--- config.mk ---
export PLATFORM = sky130hd
export DESIGN_NAME = spi_controller_register_block
export DESIGN_NICKNAME = d
export VERILOG_FILES = /design/src/hdl/scrb_pkg.sv /design/src/hdl/scrb_ram.sv /design/src/hdl/scrb_front.sv /design/src/hdl/scrb_queue.sv /design/src/hdl/scrb_back.sv /design/src/hdl/spi_controller_register_block.sv
export SDC_FILE = /design/constraint.sdc
export NUM_CORES = 2
export LEC_CHECK = 0
export ABC_CLOCK_PERIOD_IN_PS = 4920
export BUFFER_PORTS_ARGS = -buffer_cell sky130_fd_sc_hd__buf_2
export CAP_MARGIN = 20
export CORE_MARGIN = 3
export CORE_UTILIZATION = 53
export CTS_BUF_LIST = sky130_fd_sc_hd__clkbuf_8
export DETAILED_ROUTE_END_ITERATION = 10
export PLACE_DENSITY = 0.72
export SLEW_MARGIN = 5
export SYNTH_ARGS = -nofsm -noshare
export SYNTH_HDL_FRONTEND = slang
export SYNTH_SLANG_ARGS = --single-unit
--- constraint.sdc ---
create_clock -name clk_i -period 4.92 [get_ports clk_i]
set_input_delay 0.246 -clock clk_i [delete_from_list [all_inputs] [get_ports clk_i]]
set_output_delay 0.246 -clock clk_i [all_outputs]
set_load 0.02 [all_outputs]
--- src/hdl/scrb_pkg.sv ---
// Shared types, constants and decode helpers for the SPI controller register block.
// Used by every module under hdl/ except scrb_ram; depends on nothing.
package scrb_pkg;

  // Receive FIFO and register window sizing
  localparam int RX_DEPTH = 32;
  localparam int RX_AW = $clog2(RX_DEPTH);
  localparam int RX_LW = $clog2(RX_DEPTH + 1);
  localparam int REG_WINDOW_BYTES = 288;
  localparam int REG_WORDS = REG_WINDOW_BYTES / 4;
  localparam int WORD_W = $clog2(REG_WORDS);
  localparam int ADDR_W = 12;

  // Decode queue between front and back
  localparam int Q_DEPTH = 2;
  localparam int Q_AW = $clog2(Q_DEPTH);
  localparam int Q_CW = $clog2(Q_DEPTH + 1);

  // Register word indexes
  localparam logic [WORD_W-1:0] W_CTRLR0   = WORD_W'(0);
  localparam logic [WORD_W-1:0] W_SSIENR   = WORD_W'(2);
  localparam logic [WORD_W-1:0] W_SER      = WORD_W'(4);
  localparam logic [WORD_W-1:0] W_BAUDR    = WORD_W'(5);
  localparam logic [WORD_W-1:0] W_TXFTLR   = WORD_W'(6);
  localparam logic [WORD_W-1:0] W_RXFTLR   = WORD_W'(7);
  localparam logic [WORD_W-1:0] W_TXFLR    = WORD_W'(8);
  localparam logic [WORD_W-1:0] W_RXFLR    = WORD_W'(9);
  localparam logic [WORD_W-1:0] W_SR       = WORD_W'(10);
  localparam logic [WORD_W-1:0] W_IMR      = WORD_W'(11);
  localparam logic [WORD_W-1:0] W_ISR      = WORD_W'(12);
  localparam logic [WORD_W-1:0] W_RISR     = WORD_W'(13);
  localparam logic [WORD_W-1:0] W_VERSION  = WORD_W'(23);
  localparam logic [WORD_W-1:0] W_DR_FIRST = WORD_W'(24);
  localparam logic [WORD_W-1:0] W_DR_LAST  = WORD_W'(59);
  localparam logic [WORD_W-1:0] W_XIP_INCR = WORD_W'(64);

  // Reset and fixed values
  localparam logic [31:0] CTRLR0_RESET   = 32'h0000_4007;
  localparam logic [31:0] BAUDR_RESET    = 32'h0000_0002;
  localparam logic [15:0] XIP_RESET      = 16'h0003;
  localparam logic [31:0] VERSION_VALUE  = 32'h3130_332a;
  localparam logic [3:0]  SEL_COUNT_RESET = 4'd1;
  localparam logic [3:0]  SEL_LINES      = 4'd8;

  // Plain read/write words live in a small slot array
  localparam int PLAIN_SLOTS = 17;
  localparam int PLAIN_AW = $clog2(PLAIN_SLOTS);
  localparam logic [PLAIN_AW-1:0] SLOT_CTRLR0 = PLAIN_AW'(0);
  localparam logic [PLAIN_AW-1:0] SLOT_BAUDR  = PLAIN_AW'(3);
  localparam logic [PLAIN_AW-1:0] SLOT_IMR    = PLAIN_AW'(4);

  typedef enum logic [2:0] {
    K_BAD    = 3'd0,
    K_DR_WR  = 3'd1,
    K_DR_RD  = 3'd2,
    K_REG_RD = 3'd3,
    K_REG_WR = 3'd4
  } kind_e;

  typedef struct packed {
    logic                hit;
    logic [PLAIN_AW-1:0] slot;
  } plain_t;

  // One classified bus access
  typedef struct packed {
    kind_e               kind;
    logic [WORD_W-1:0]   word;
    plain_t              plain;
    logic [31:0]         wdata;
    logic [7:0]          rx_byte;
  } item_t;

  // Queue status toward the back end
  typedef struct packed {
    logic nonempty;
    logic full;
  } q_stat_t;

  // Map a word index to its plain slot
  function automatic plain_t plain_lookup(input logic [WORD_W-1:0] word);
    plain_t p;
    p.hit = 1'b1;
    case (word)
      WORD_W'(0):  p.slot = PLAIN_AW'(0);
      WORD_W'(1):  p.slot = PLAIN_AW'(1);
      WORD_W'(3):  p.slot = PLAIN_AW'(2);
      WORD_W'(5):  p.slot = PLAIN_AW'(3);
      WORD_W'(11): p.slot = PLAIN_AW'(4);
      WORD_W'(19): p.slot = PLAIN_AW'(5);
      WORD_W'(20): p.slot = PLAIN_AW'(6);
      WORD_W'(21): p.slot = PLAIN_AW'(7);
      WORD_W'(60): p.slot = PLAIN_AW'(8);
      WORD_W'(61): p.slot = PLAIN_AW'(9);
      WORD_W'(62): p.slot = PLAIN_AW'(10);
      WORD_W'(63): p.slot = PLAIN_AW'(11);
      WORD_W'(65): p.slot = PLAIN_AW'(12);
      WORD_W'(66): p.slot = PLAIN_AW'(13);
      WORD_W'(67): p.slot = PLAIN_AW'(14);
      WORD_W'(69): p.slot = PLAIN_AW'(15);
      WORD_W'(70): p.slot = PLAIN_AW'(16);
      default: begin
        p.hit  = 1'b0;
        p.slot = '0;
      end
    endcase
    return p;
  endfunction

  function automatic logic [31:0] plain_reset(input logic [PLAIN_AW-1:0] slot);
    logic [31:0] v;
    v = '0;
    if (slot == SLOT_CTRLR0) v = CTRLR0_RESET;
    if (slot == SLOT_BAUDR) v = BAUDR_RESET;
    return v;
  endfunction

endpackage

--- src/hdl/scrb_ram.sv ---
// Generic single-write, single-read RAM with registered read data.
// Standalone; no package needed.
module scrb_ram #(
  parameter int WIDTH = 8,
  parameter int DEPTH = 32
) (
  input  logic                     clk_i,
  input  logic                     we_i,
  input  logic [$clog2(DEPTH)-1:0] waddr_i,
  input  logic [WIDTH-1:0]         wdata_i,
  input  logic                     re_i,
  input  logic [$clog2(DEPTH)-1:0] raddr_i,
  output logic [WIDTH-1:0]         rdata_o
);

  logic [WIDTH-1:0] mem_q [DEPTH];
  logic [WIDTH-1:0] rdata_q;

  always_ff @(posedge clk_i) begin
    if (we_i) mem_q[waddr_i] <= wdata_i;
    if (re_i) rdata_q <= mem_q[raddr_i];
  end

  assign rdata_o = rdata_q;

endmodule

--- src/hdl/scrb_front.sv ---
// Front end: checks the offset and classifies each bus access into an item_t.
// Depends on scrb_pkg.
module scrb_front import scrb_pkg::*; (
  input  logic              req_type_i,
  input  logic [ADDR_W-1:0] byte_addr_i,
  input  logic [31:0]       write_data_i,
  input  logic [7:0]        spi_rx_byte_i,
  output item_t             item_o
);

  logic              bad;
  logic              is_dr;
  logic [WORD_W-1:0] word;

  // misaligned or past the window
  assign bad  = (byte_addr_i[1:0] != 2'b00) ||
                ({1'b0, byte_addr_i} >= (ADDR_W + 1)'(REG_WINDOW_BYTES));
  assign word = byte_addr_i[WORD_W+1:2];
  assign is_dr = (word >= W_DR_FIRST) && (word <= W_DR_LAST);

  always_comb begin
    item_o.word    = word;
    item_o.plain   = plain_lookup(word);
    item_o.wdata   = write_data_i;
    item_o.rx_byte = spi_rx_byte_i;
    if (bad) begin
      item_o.kind = K_BAD;
    end else if (is_dr) begin
      item_o.kind = req_type_i ? K_DR_WR : K_DR_RD;
    end else begin
      item_o.kind = req_type_i ? K_REG_WR : K_REG_RD;
    end
  end

endmodule

--- src/hdl/scrb_queue.sv ---
// Short queue of classified items between front and back end.
// Depends on scrb_pkg.
module scrb_queue import scrb_pkg::*; (
  input  logic    clk_i,
  input  logic    rst_ni,
  input  logic    push_i,
  input  item_t   item_i,
  input  logic    pop_i,
  output item_t   item_o,
  output q_stat_t stat_o
);

  item_t           slot_q [Q_DEPTH];
  logic [Q_AW-1:0] wr_ptr_q, wr_ptr_d, rd_ptr_q, rd_ptr_d;
  logic [Q_CW-1:0] count_q, count_d;

  assign stat_o.nonempty = (count_q != '0);
  assign stat_o.full     = (count_q == Q_CW'(Q_DEPTH));
  assign item_o          = slot_q[rd_ptr_q];

  // pointer and count update
  always_comb begin
    wr_ptr_d = wr_ptr_q;
    rd_ptr_d = rd_ptr_q;
    count_d  = count_q;
    if (push_i) begin
      wr_ptr_d = (wr_ptr_q == Q_AW'(Q_DEPTH - 1)) ? '0 : wr_ptr_q + 1'b1;
    end
    if (pop_i) begin
      rd_ptr_d = (rd_ptr_q == Q_AW'(Q_DEPTH - 1)) ? '0 : rd_ptr_q + 1'b1;
    end
    if (push_i && !pop_i) count_d = count_q + 1'b1;
    else if (!push_i && pop_i) count_d = count_q - 1'b1;
  end

  always_ff @(posedge clk_i or negedge rst_ni) begin
    if (!rst_ni) begin
      wr_ptr_q <= '0;
      rd_ptr_q <= '0;
      count_q  <= '0;
    end else begin
      wr_ptr_q <= wr_ptr_d;
      rd_ptr_q <= rd_ptr_d;
      count_q  <= count_d;
    end
  end

  // payload storage
  always_ff @(posedge clk_i) begin
    if (push_i) slot_q[wr_ptr_q] <= item_i;
  end

endmodule

--- src/hdl/scrb_back.sv ---
// Back end: register file, receive FIFO, select logic and the output register.
// Depends on scrb_pkg and scrb_ram.
module scrb_back import scrb_pkg::*; (
  input  logic             clk_i,
  input  logic             rst_ni,
  input  item_t            item_i,
  input  q_stat_t          q_stat_i,
  output logic             pop_o,
  input  logic [3:0]       select_count_i,
  output logic [RX_LW-1:0] rx_level_o,
  output logic             out_valid_o,
  input  logic             out_stall_i,
  output logic [31:0]      read_data_o,
  output logic             spi_tx_valid_o,
  output logic [7:0]       spi_tx_byte_o,
  output logic [7:0]       select_lines_n_o,
  output logic             irq_out_o,
  output logic             bad_access_o
);

  // register state
  logic [31:0]      plain_q [PLAIN_SLOTS];
  logic [4:0]       txftlr_q, txftlr_d, rxftlr_q, rxftlr_d;
  logic [15:0]      xip_q, xip_d;
  logic [7:0]       ser_q, ser_d;
  logic             en_q, en_d;
  logic             sel_act_q, sel_act_d;
  logic [2:0]       sel_idx_q, sel_idx_d;
  logic [RX_AW-1:0] head_q, head_d;
  logic [RX_LW-1:0] level_q, level_d;
  logic             plain_we;
  logic [31:0]      imr_d;

  // output register
  logic        out_valid_q, out_pop_q, out_txv_q, out_irq_q, out_bad_q;
  logic [31:0] out_rd_q, rd_d;
  logic [7:0]  out_txb_q, out_sel_q, txb_d, sel_lines_d;
  logic        txv_d, irq_d, pop_d;

  // FIFO RAM access
  logic             ram_we, ram_re;
  logic [RX_AW-1:0] ram_waddr;
  logic [7:0]       ram_rdata;
  logic [RX_LW:0]   tail_sum;
  logic [3:0]       cnt;
  logic [7:0]       lowest;
  logic [2:0]       low_idx;

  logic exec;
  assign exec  = q_stat_i.nonempty && (!out_valid_q || !out_stall_i);
  assign pop_o = exec;

  assign cnt = (select_count_i > SEL_LINES) ? SEL_LINES : select_count_i;

  // FIFO tail position, wraps at the depth
  assign tail_sum = {1'b0, {(RX_LW - RX_AW){1'b0}}, head_q} + {1'b0, level_q};
  assign ram_waddr = (tail_sum >= (RX_LW + 1)'(RX_DEPTH)) ?
                     RX_AW'(tail_sum - (RX_LW + 1)'(RX_DEPTH)) : RX_AW'(tail_sum);

  // lowest set select bit of the next SER value
  always_comb begin
    low_idx = '0;
    for (int i = 7; i >= 0; i--) begin
      if (ser_d[i]) low_idx = 3'(i);
    end
  end
  assign lowest = ser_d;

  // execute one item
  always_comb begin
    txftlr_d  = txftlr_q;
    rxftlr_d  = rxftlr_q;
    xip_d     = xip_q;
    ser_d     = ser_q;
    en_d      = en_q;
    head_d    = head_q;
    level_d   = level_q;
    plain_we  = 1'b0;
    ram_we    = 1'b0;
    ram_re    = 1'b0;
    rd_d      = '0;
    txv_d     = 1'b0;
    txb_d     = '0;
    pop_d     = 1'b0;
    imr_d     = plain_q[SLOT_IMR];
    if (exec) begin
      unique case (item_i.kind)
        K_BAD: ;
        K_DR_WR: begin
          if (en_q && sel_act_q) begin
            txv_d = 1'b1;
            txb_d = item_i.wdata[7:0];
            if (level_q < RX_LW'(RX_DEPTH)) begin
              ram_we  = 1'b1;
              level_d = level_q + 1'b1;
            end
          end
        end
        K_DR_RD: begin
          if (level_q != '0) begin
            ram_re  = 1'b1;
            pop_d   = 1'b1;
            head_d  = (head_q == RX_AW'(RX_DEPTH - 1)) ? '0 : head_q + 1'b1;
            level_d = level_q - 1'b1;
          end
        end
        K_REG_RD: begin
          if (item_i.plain.hit) begin
            rd_d = plain_q[item_i.plain.slot];
          end else begin
            case (item_i.word)
              W_SSIENR:   rd_d = {31'b0, en_q};
              W_SER:      rd_d = {24'b0, ser_q};
              W_TXFTLR:   rd_d = {27'b0, txftlr_q};
              W_RXFTLR:   rd_d = {27'b0, rxftlr_q};
              W_RXFLR:    rd_d = 32'(level_q);
              W_SR:       rd_d = {27'b0, level_q == RX_LW'(RX_DEPTH),
                                  level_q != '0, 2'b11, 1'b0};
              W_RISR:     rd_d = {27'b0, level_q > RX_LW'(rxftlr_q), 4'b0001};
              W_ISR:      rd_d = {27'b0, (level_q > RX_LW'(rxftlr_q)) & imr_d[4],
                                  3'b000, imr_d[0]};
              W_VERSION:  rd_d = VERSION_VALUE;
              W_XIP_INCR: rd_d = {16'b0, xip_q};
              default:    rd_d = '0;
            endcase
          end
        end
        K_REG_WR: begin
          if (item_i.plain.hit) begin
            plain_we = 1'b1;
            if (item_i.plain.slot == SLOT_IMR) imr_d = item_i.wdata;
          end else begin
            case (item_i.word)
              W_TXFTLR:   txftlr_d = item_i.wdata[4:0];
              W_RXFTLR:   rxftlr_d = item_i.wdata[4:0];
              W_XIP_INCR: xip_d    = item_i.wdata[15:0];
              W_SER: begin
                for (int i = 0; i < 8; i++) begin
                  ser_d[i] = item_i.wdata[i] & (4'(i) < cnt);
                end
              end
              W_SSIENR:   en_d = item_i.wdata[0];
              default: ;
            endcase
          end
        end
        default: ;
      endcase
    end
  end

  // select follows SER and SSIENR writes only
  logic sel_update;
  assign sel_update = exec && (item_i.kind == K_REG_WR) &&
                      ((item_i.word == W_SER) || (item_i.word == W_SSIENR));

  always_comb begin
    sel_act_d = sel_act_q;
    sel_idx_d = sel_idx_q;
    if (sel_update) begin
      if (!en_d || (lowest == '0) || ({1'b0, low_idx} >= cnt)) begin
        sel_act_d = 1'b0;
      end else begin
        sel_act_d = 1'b1;
        sel_idx_d = low_idx;
      end
    end
  end

  // status after the access
  assign sel_lines_d = sel_act_d ? ~(8'b1 << sel_idx_d) : 8'hff;
  assign irq_d = imr_d[0] | ((level_d > RX_LW'(rxftlr_d)) & imr_d[4]);

  always_ff @(posedge clk_i or negedge rst_ni) begin
    if (!rst_ni) begin
      for (int s = 0; s < PLAIN_SLOTS; s++) begin
        plain_q[s] <= plain_reset(PLAIN_AW'(s));
      end
      txftlr_q  <= '0;
      rxftlr_q  <= '0;
      xip_q     <= XIP_RESET;
      ser_q     <= '0;
      en_q      <= 1'b0;
      sel_act_q <= 1'b0;
      sel_idx_q <= '0;
      head_q    <= '0;
      level_q   <= '0;
    end else begin
      if (plain_we) plain_q[item_i.plain.slot] <= item_i.wdata;
      txftlr_q  <= txftlr_d;
      rxftlr_q  <= rxftlr_d;
      xip_q     <= xip_d;
      ser_q     <= ser_d;
      en_q      <= en_d;
      sel_act_q <= sel_act_d;
      sel_idx_q <= sel_idx_d;
      head_q    <= head_d;
      level_q   <= level_d;
    end
  end

  // output register valid
  always_ff @(posedge clk_i or negedge rst_ni) begin
    if (!rst_ni) begin
      out_valid_q <= 1'b0;
    end else if (exec) begin
      out_valid_q <= 1'b1;
    end else if (!out_stall_i) begin
      out_valid_q <= 1'b0;
    end
  end

  // output register payload
  always_ff @(posedge clk_i) begin
    if (exec) begin
      out_pop_q <= pop_d;
      out_rd_q  <= rd_d;
      out_txv_q <= txv_d;
      out_txb_q <= txb_d;
      out_sel_q <= sel_lines_d;
      out_irq_q <= irq_d;
      out_bad_q <= (item_i.kind == K_BAD);
    end
  end

  scrb_ram #(
    .WIDTH (8),
    .DEPTH (RX_DEPTH)
  ) u_rx_ram (
    .clk_i   (clk_i),
    .we_i    (ram_we),
    .waddr_i (ram_waddr),
    .wdata_i (item_i.rx_byte),
    .re_i    (ram_re),
    .raddr_i (head_q),
    .rdata_o (ram_rdata)
  );

  // popped byte comes straight from the RAM read register
  assign read_data_o      = out_pop_q ? {24'b0, ram_rdata} : out_rd_q;
  assign out_valid_o      = out_valid_q;
  assign spi_tx_valid_o   = out_txv_q;
  assign spi_tx_byte_o    = out_txb_q;
  assign select_lines_n_o = out_sel_q;
  assign irq_out_o        = out_irq_q;
  assign bad_access_o     = out_bad_q;
  assign rx_level_o       = level_q;

endmodule

--- src/hdl/spi_controller_register_block.sv ---
// Top level of the SPI controller register block: front decode, item queue, back end.
// Depends on scrb_pkg, scrb_front, scrb_queue, scrb_back.
//
//  channel | direction | handshake             | payload
//  --------+-----------+-----------------------+-------------------------------------------
//  in      | input     | in_valid_i/in_stall_o | req_type, byte_addr, write_data, spi_rx_byte
//  out     | output    | out_valid_o/out_stall_i | read_data, spi_tx_*, select_lines_n, irq,
//          |           |                       | bad_access
//  cfg     | input     | cfg_valid_i/cfg_ready_o | select count (4 bits)
//
// One item per cycle sustained while the output is not stalled; an accepted item waits
// in the decode queue and is then executed into the output register, which drives
// out_valid_o. The single back-end execute stage updates the FIFO pointers and register
// file for each executed item. The receive RAM read port supplies popped bytes.
// Reset clears all control state and restores register defaults; no clearing pass.
// The input stalls only when the two-entry queue is full behind a stalled output.
module spi_controller_register_block import scrb_pkg::*; (
  input  logic              clk_i,
  input  logic              rst_ni,
  input  logic              in_valid_i,
  output logic              in_stall_o,
  input  logic              req_type_i,
  input  logic [ADDR_W-1:0] byte_addr_i,
  input  logic [31:0]       write_data_i,
  input  logic [7:0]        spi_rx_byte_i,
  output logic              out_valid_o,
  input  logic              out_stall_i,
  output logic [31:0]       read_data_o,
  output logic              spi_tx_valid_o,
  output logic [7:0]        spi_tx_byte_o,
  output logic [7:0]        select_lines_n_o,
  output logic              irq_out_o,
  output logic              bad_access_o,
  input  logic              cfg_valid_i,
  output logic              cfg_ready_o,
  input  logic [3:0]        cfg_data_i
);

  item_t            front_item, q_item;
  q_stat_t          q_stat;
  logic             q_push, q_pop;
  logic [3:0]       select_count_q;
  logic [RX_LW-1:0] rx_level;

  // configuration register
  assign cfg_ready_o = 1'b1;
  always_ff @(posedge clk_i or negedge rst_ni) begin
    if (!rst_ni) begin
      select_count_q <= SEL_COUNT_RESET;
    end else if (cfg_valid_i && cfg_ready_o) begin
      select_count_q <= cfg_data_i;
    end
  end

  assign in_stall_o = q_stat.full;
  assign q_push     = in_valid_i && !in_stall_o;

  scrb_front u_front (
    .req_type_i    (req_type_i),
    .byte_addr_i   (byte_addr_i),
    .write_data_i  (write_data_i),
    .spi_rx_byte_i (spi_rx_byte_i),
    .item_o        (front_item)
  );

  scrb_queue u_queue (
    .clk_i  (clk_i),
    .rst_ni (rst_ni),
    .push_i (q_push),
    .item_i (front_item),
    .pop_i  (q_pop),
    .item_o (q_item),
    .stat_o (q_stat)
  );

  scrb_back u_back (
    .clk_i            (clk_i),
    .rst_ni           (rst_ni),
    .item_i           (q_item),
    .q_stat_i         (q_stat),
    .pop_o            (q_pop),
    .select_count_i   (select_count_q),
    .rx_level_o       (rx_level),
    .out_valid_o      (out_valid_o),
    .out_stall_i      (out_stall_i),
    .read_data_o      (read_data_o),
    .spi_tx_valid_o   (spi_tx_valid_o),
    .spi_tx_byte_o    (spi_tx_byte_o),
    .select_lines_n_o (select_lines_n_o),
    .irq_out_o        (irq_out_o),
    .bad_access_o     (bad_access_o)
  );

  // FIFO fill never passes its depth
  a_level_bound: assert property (@(posedge clk_i) disable iff (!rst_ni)
    rx_level <= RX_LW'(RX_DEPTH))
    else $error("receive level beyond depth");

  // a rejected offset has no side effects in its result
  a_bad_quiet: assert property (@(posedge clk_i) disable iff (!rst_ni)
    out_valid_o && bad_access_o |-> (read_data_o == '0) && !spi_tx_valid_o)
    else $error("bad access produced data");

  // no shifted byte means no byte value
  a_tx_zero: assert property (@(posedge clk_i) disable iff (!rst_ni)
    out_valid_o && !spi_tx_valid_o |-> spi_tx_byte_o == '0)
    else $error("tx byte without tx valid");

  // an empty queue never stalls the input
  a_empty_no_stall: assert property (@(posedge clk_i) disable iff (!rst_ni)
    !q_stat.nonempty |-> !in_stall_o)
    else $error("stall with empty queue");

  // the back end only pops items that exist
  a_pop_valid: assert property (@(posedge clk_i) disable iff (!rst_ni)
    q_pop |-> q_stat.nonempty)
    else $error("pop from empty queue");

endmodule
==> impl_metrics.json <==
{
  "hold_path_class": "in -> async",
  "synth_top_area_cell": "dfrtp_1",
  "yosysSeqAreaShare_pct": 64.54,
  "gr-usage-all-layers_pct": 25.69,
  "cp_slowest_cell": "or4b_1",
  "antenna_found_initial": 2,
  "ys_ff_latch": 1031,
  "dp_hpwl_um": 65490,
  "netlist_area_um2": 43310,
  "synth_edf_count": 428,
  "portBuffers": 114,
  "worst_pin_slew_ns": 1.068,
  "power_density_nw_per_um2": 528.3,
  "final_antenna_net_count": 0,
  "cpPeakStageDelay_ns": 0.59,
  "dpl_worst_slack_ns": 0.03609,
  "routed_wl_um": 107700,
  "worst-path-buf-inv": 1,
  "syn_inst": 3327,
  "slew_headroom_pct": 27.41,
  "netlist.area_leader.share_pct": 34.38,
  "arrival_ns": 5.26,
  "status": "finished clean",
  "setup-tns-final_ns": 0,
  "drv_cap": 0,
  "cts_sinks": 1031,
  "synth_flop_cell": "dfrtp_1",
  "crit_fanout": 11,
  "ir_drop_uv": 339.9,
  "fp-row-count": 104,
  "area_delta_synth_final_pct": 14.00,
  "dieWidth_um": 291.9,
  "fmax_ghz": 0.2125,
  "syn_avg_cell_area_um2": 13.02,
  "clk_pin_slew_worst_paths_ns": 0.06,
  "skew_ns": 0.04923,
  "synthTopCellsByArea": "dfrtp_1 (34%), edfxtp_1 (30%), mux4_2 (11%)",
  "drc": 0,
  "rsz0062_at_grt": "false",
  "synthArstFlopShare_pct": 58.49,
  "stdcell_count": 4737,
  "start_kind": "flop",
  "syn-num-nets": 3413,
  "die_area_um2": 85180,
  "setup_viol": 0,
  "crit_family": "compound AO/OA/AOI/OAI gates",
  "grt_pass1_wl_um": 167400,
  "cts-root-buf": "clkbuf_8",
  "die_y_um": 291.9,
  "grt_max_degree": 168,
  "ys_warn_count": 0,
  "wl_per_cell_um": 22.73,
  "final_common_cell": "dfrtp_1",
  "viasPerCell": 5.922,
  "fill_cells": 6024,
  "ys_types": 73,
  "initial_core_util_pct": 53.68,
  "slew_violations": 0,
  "cts_tree": "done",
  "postLayoutCoreUtil_pct": 61.19,
  "critPathKind": "reg -> reg",
  "fin_ws_ns": 0.2134,
  "insertion_delay_ns": 0.84,
  "grt_pass1_vias": 28495,
  "placeableCoreArea_um2": 80680,
  "cts_inserted_buffers": 161,
  "total_power_w": 0.02608,
  "drive_gt1_share_pct": 20.44,
  "final_cell_mix": "dfrtp_1 (592), edfxtp_1 (428), nand2_1 (405), nor2_1 (324), a21oi_1 (274)",
  "num-nets-final": 3629,
  "drt_iter0_drc": 2435,
  "worstSetupEndpointType": "flop",
  "gp_congestion": 0.8498,
  "fin_crit_ns": 4.707,
  "worstPathRequired_ns": 5.48,
  "cp_cell_sequence": "buf_4 -> mux2_2 -> a2111o_1 -> or4b_1 -> o221a_2 -> o21ba_1 -> o311ai_4 -> ha_1 -> nand2b_1 -> a21o_1 -> a21oi_1 -> nor2_1 -> nor3b_2 -> o21a_1 -> mux2_4 -> or3b_1",
  "power.leakage_nw": 20.18,
  "placed_cells": 4372,
  "pin_count": 116,
  "clockBufferDepth": 3,
  "multi_input_area_um2": 14460,
  "ff_latch_area_um2": 27960,
  "htreeDepth": 4,
  "finalHoldViolations": 0,
  "firstDrtPassIters": 6,
  "post-route-period-util_pct": 95.66,
  "vias": 28053,
  "grt-ovfl-total": 0
}
[area by class of cell]
type / instances / area share [%]
sequential: 1031 / 56.64
multi-input combinational: 2013 / 29.29
clock buffer: 184 / 5.130
timing repair buffer: 303 / 4.638
tap: 1060 / 2.686
clock inverter: 111 / 1.363
inverter: 33 / 0.2509
antenna: 2 / 0.01014
[where the power goes]
part           total, W  switching, W  internal [W]  leakage, nW
logic           0.00741       0.00455       0.00286         6.05
registers        0.0116      0.000826        0.0108         12.2
clock network   0.00709       0.00344       0.00364         1.92
[state kept, by name (all words and copies together), names as in the netlist, 8 cells and up]
register / flops
u_back.out_rd_q: 32
u_back.plain_q: 544
u_back.select_lines_n_o: 8
u_back.ser_q: 8
u_back.spi_tx_byte_o: 8
u_back.u_rx_ram.mem_q: 256
u_back.u_rx_ram.rdata_o: 8
u_back.xip_q: 16
u_queue.slot_q: 112
[routing by layer]
metal | track usage [%] | wire length [um]
met1 | 34.99 | 44420
met2 | 41.68 | 52680
met3 | 4.875 | 7301
met4 | 9.675 | 3278
met5 | 0 | 0
[worst paths after layout]
kind                                                   end  cells after the start  slack, ns           startpoint
worst min register to register         u_back.plain_q[513]                      2       0.47  u_back.plain_q[513]
min in group clk_i                   u_queue.slot_q[0][37]                      2       0.14     write_data_i[29]
worst max register to register  u_back.select_lines_n_o[4]                     16       0.21     u_queue.rd_ptr_q
worst max-delay path            u_back.select_lines_n_o[4]                     16       0.21     u_queue.rd_ptr_q
worst min-delay path                   u_back.plain_q[537]                      3       0.12               rst_ni
max in group asynchronous                 u_queue.rd_ptr_q                      3       3.74               rst_ni
[synthesized netlist by cell type, drive strengths merged, types with 3 or more instances]
| master | n |
|---|---|
| dfrtp | 595 |
| edfxtp | 428 |
| nand2 | 405 |
| o21ai | 362 |
| nor2 | 326 |
| a21oi | 274 |
| clkbuf | 208 |
| mux4 | 208 |
| a22o | 54 |
| mux2i | 46 |
| buf | 42 |
| mux2 | 40 |
| inv | 33 |
| nor2b | 31 |
| nor3 | 25 |
| a221oi | 23 |
| ha | 23 |
| a22oi | 18 |
| nand4 | 16 |
| a31oi | 15 |
| and2 | 14 |
| nand3 | 11 |
| nand2b | 10 |
| o22ai | 10 |
| xnor2 | 10 |
| dfstp | 8 |
| nand3b | 7 |
| nor4 | 7 |
| xor2 | 7 |
| a21o | 6 |
| nor3b | 6 |
| a211oi | 5 |
| or3 | 5 |
| and3 | 4 |
| or3b | 4 |
| a211o | 3 |
| a222oi | 3 |
| o21a | 3 |
| o31ai | 3 |
[tightest hold or removal path: cells and delay by family]
kind / cells / cell delay (ns)
buffers and inverters: 3 / 1.04
[what timing repair did]
action,in CTS,in global routing
setup buffers,0,2
hold buffers,65,0
gates resized for setup,0,6
hold endpoints to repair,347,0
endpoints found under the setup margin,0,8
[metrics by stage]
stage | hold WS, ns | instance area, um^2
CTS | 0.05953 | 49310
finish | 0.1157 | 49370
detailed placement | 0.2295 | 45440
global route | 0.09895 | 49370
floorplan | -0.04959 | 43310
global placement | 0.2276 | 45440
[cell families (layout without fill, tap and decap cells)]
| kind of cell | count (synthesis) | count (layout) | synth area share [%] |
|---|---|---|---|
| flip-flops | 1031 | 1031 | 64.54 |
| AND/OR/NAND/NOR | 877 | 877 | 8.462 |
| AO/OA/AOI/OAI | 800 | 800 | 10.48 |
| multiplexers | 294 | 294 | 12.94 |
| buffers and inverters | 283 | 631 | 2.511 |
| adder cells (fa/ha/maj) | 24 | 24 | 0.7107 |
| XOR/XNOR | 17 | 17 | 0.3438 |
| other | 1 | 3 | 0.008659 |
Power figures use the tool's default switching activity.
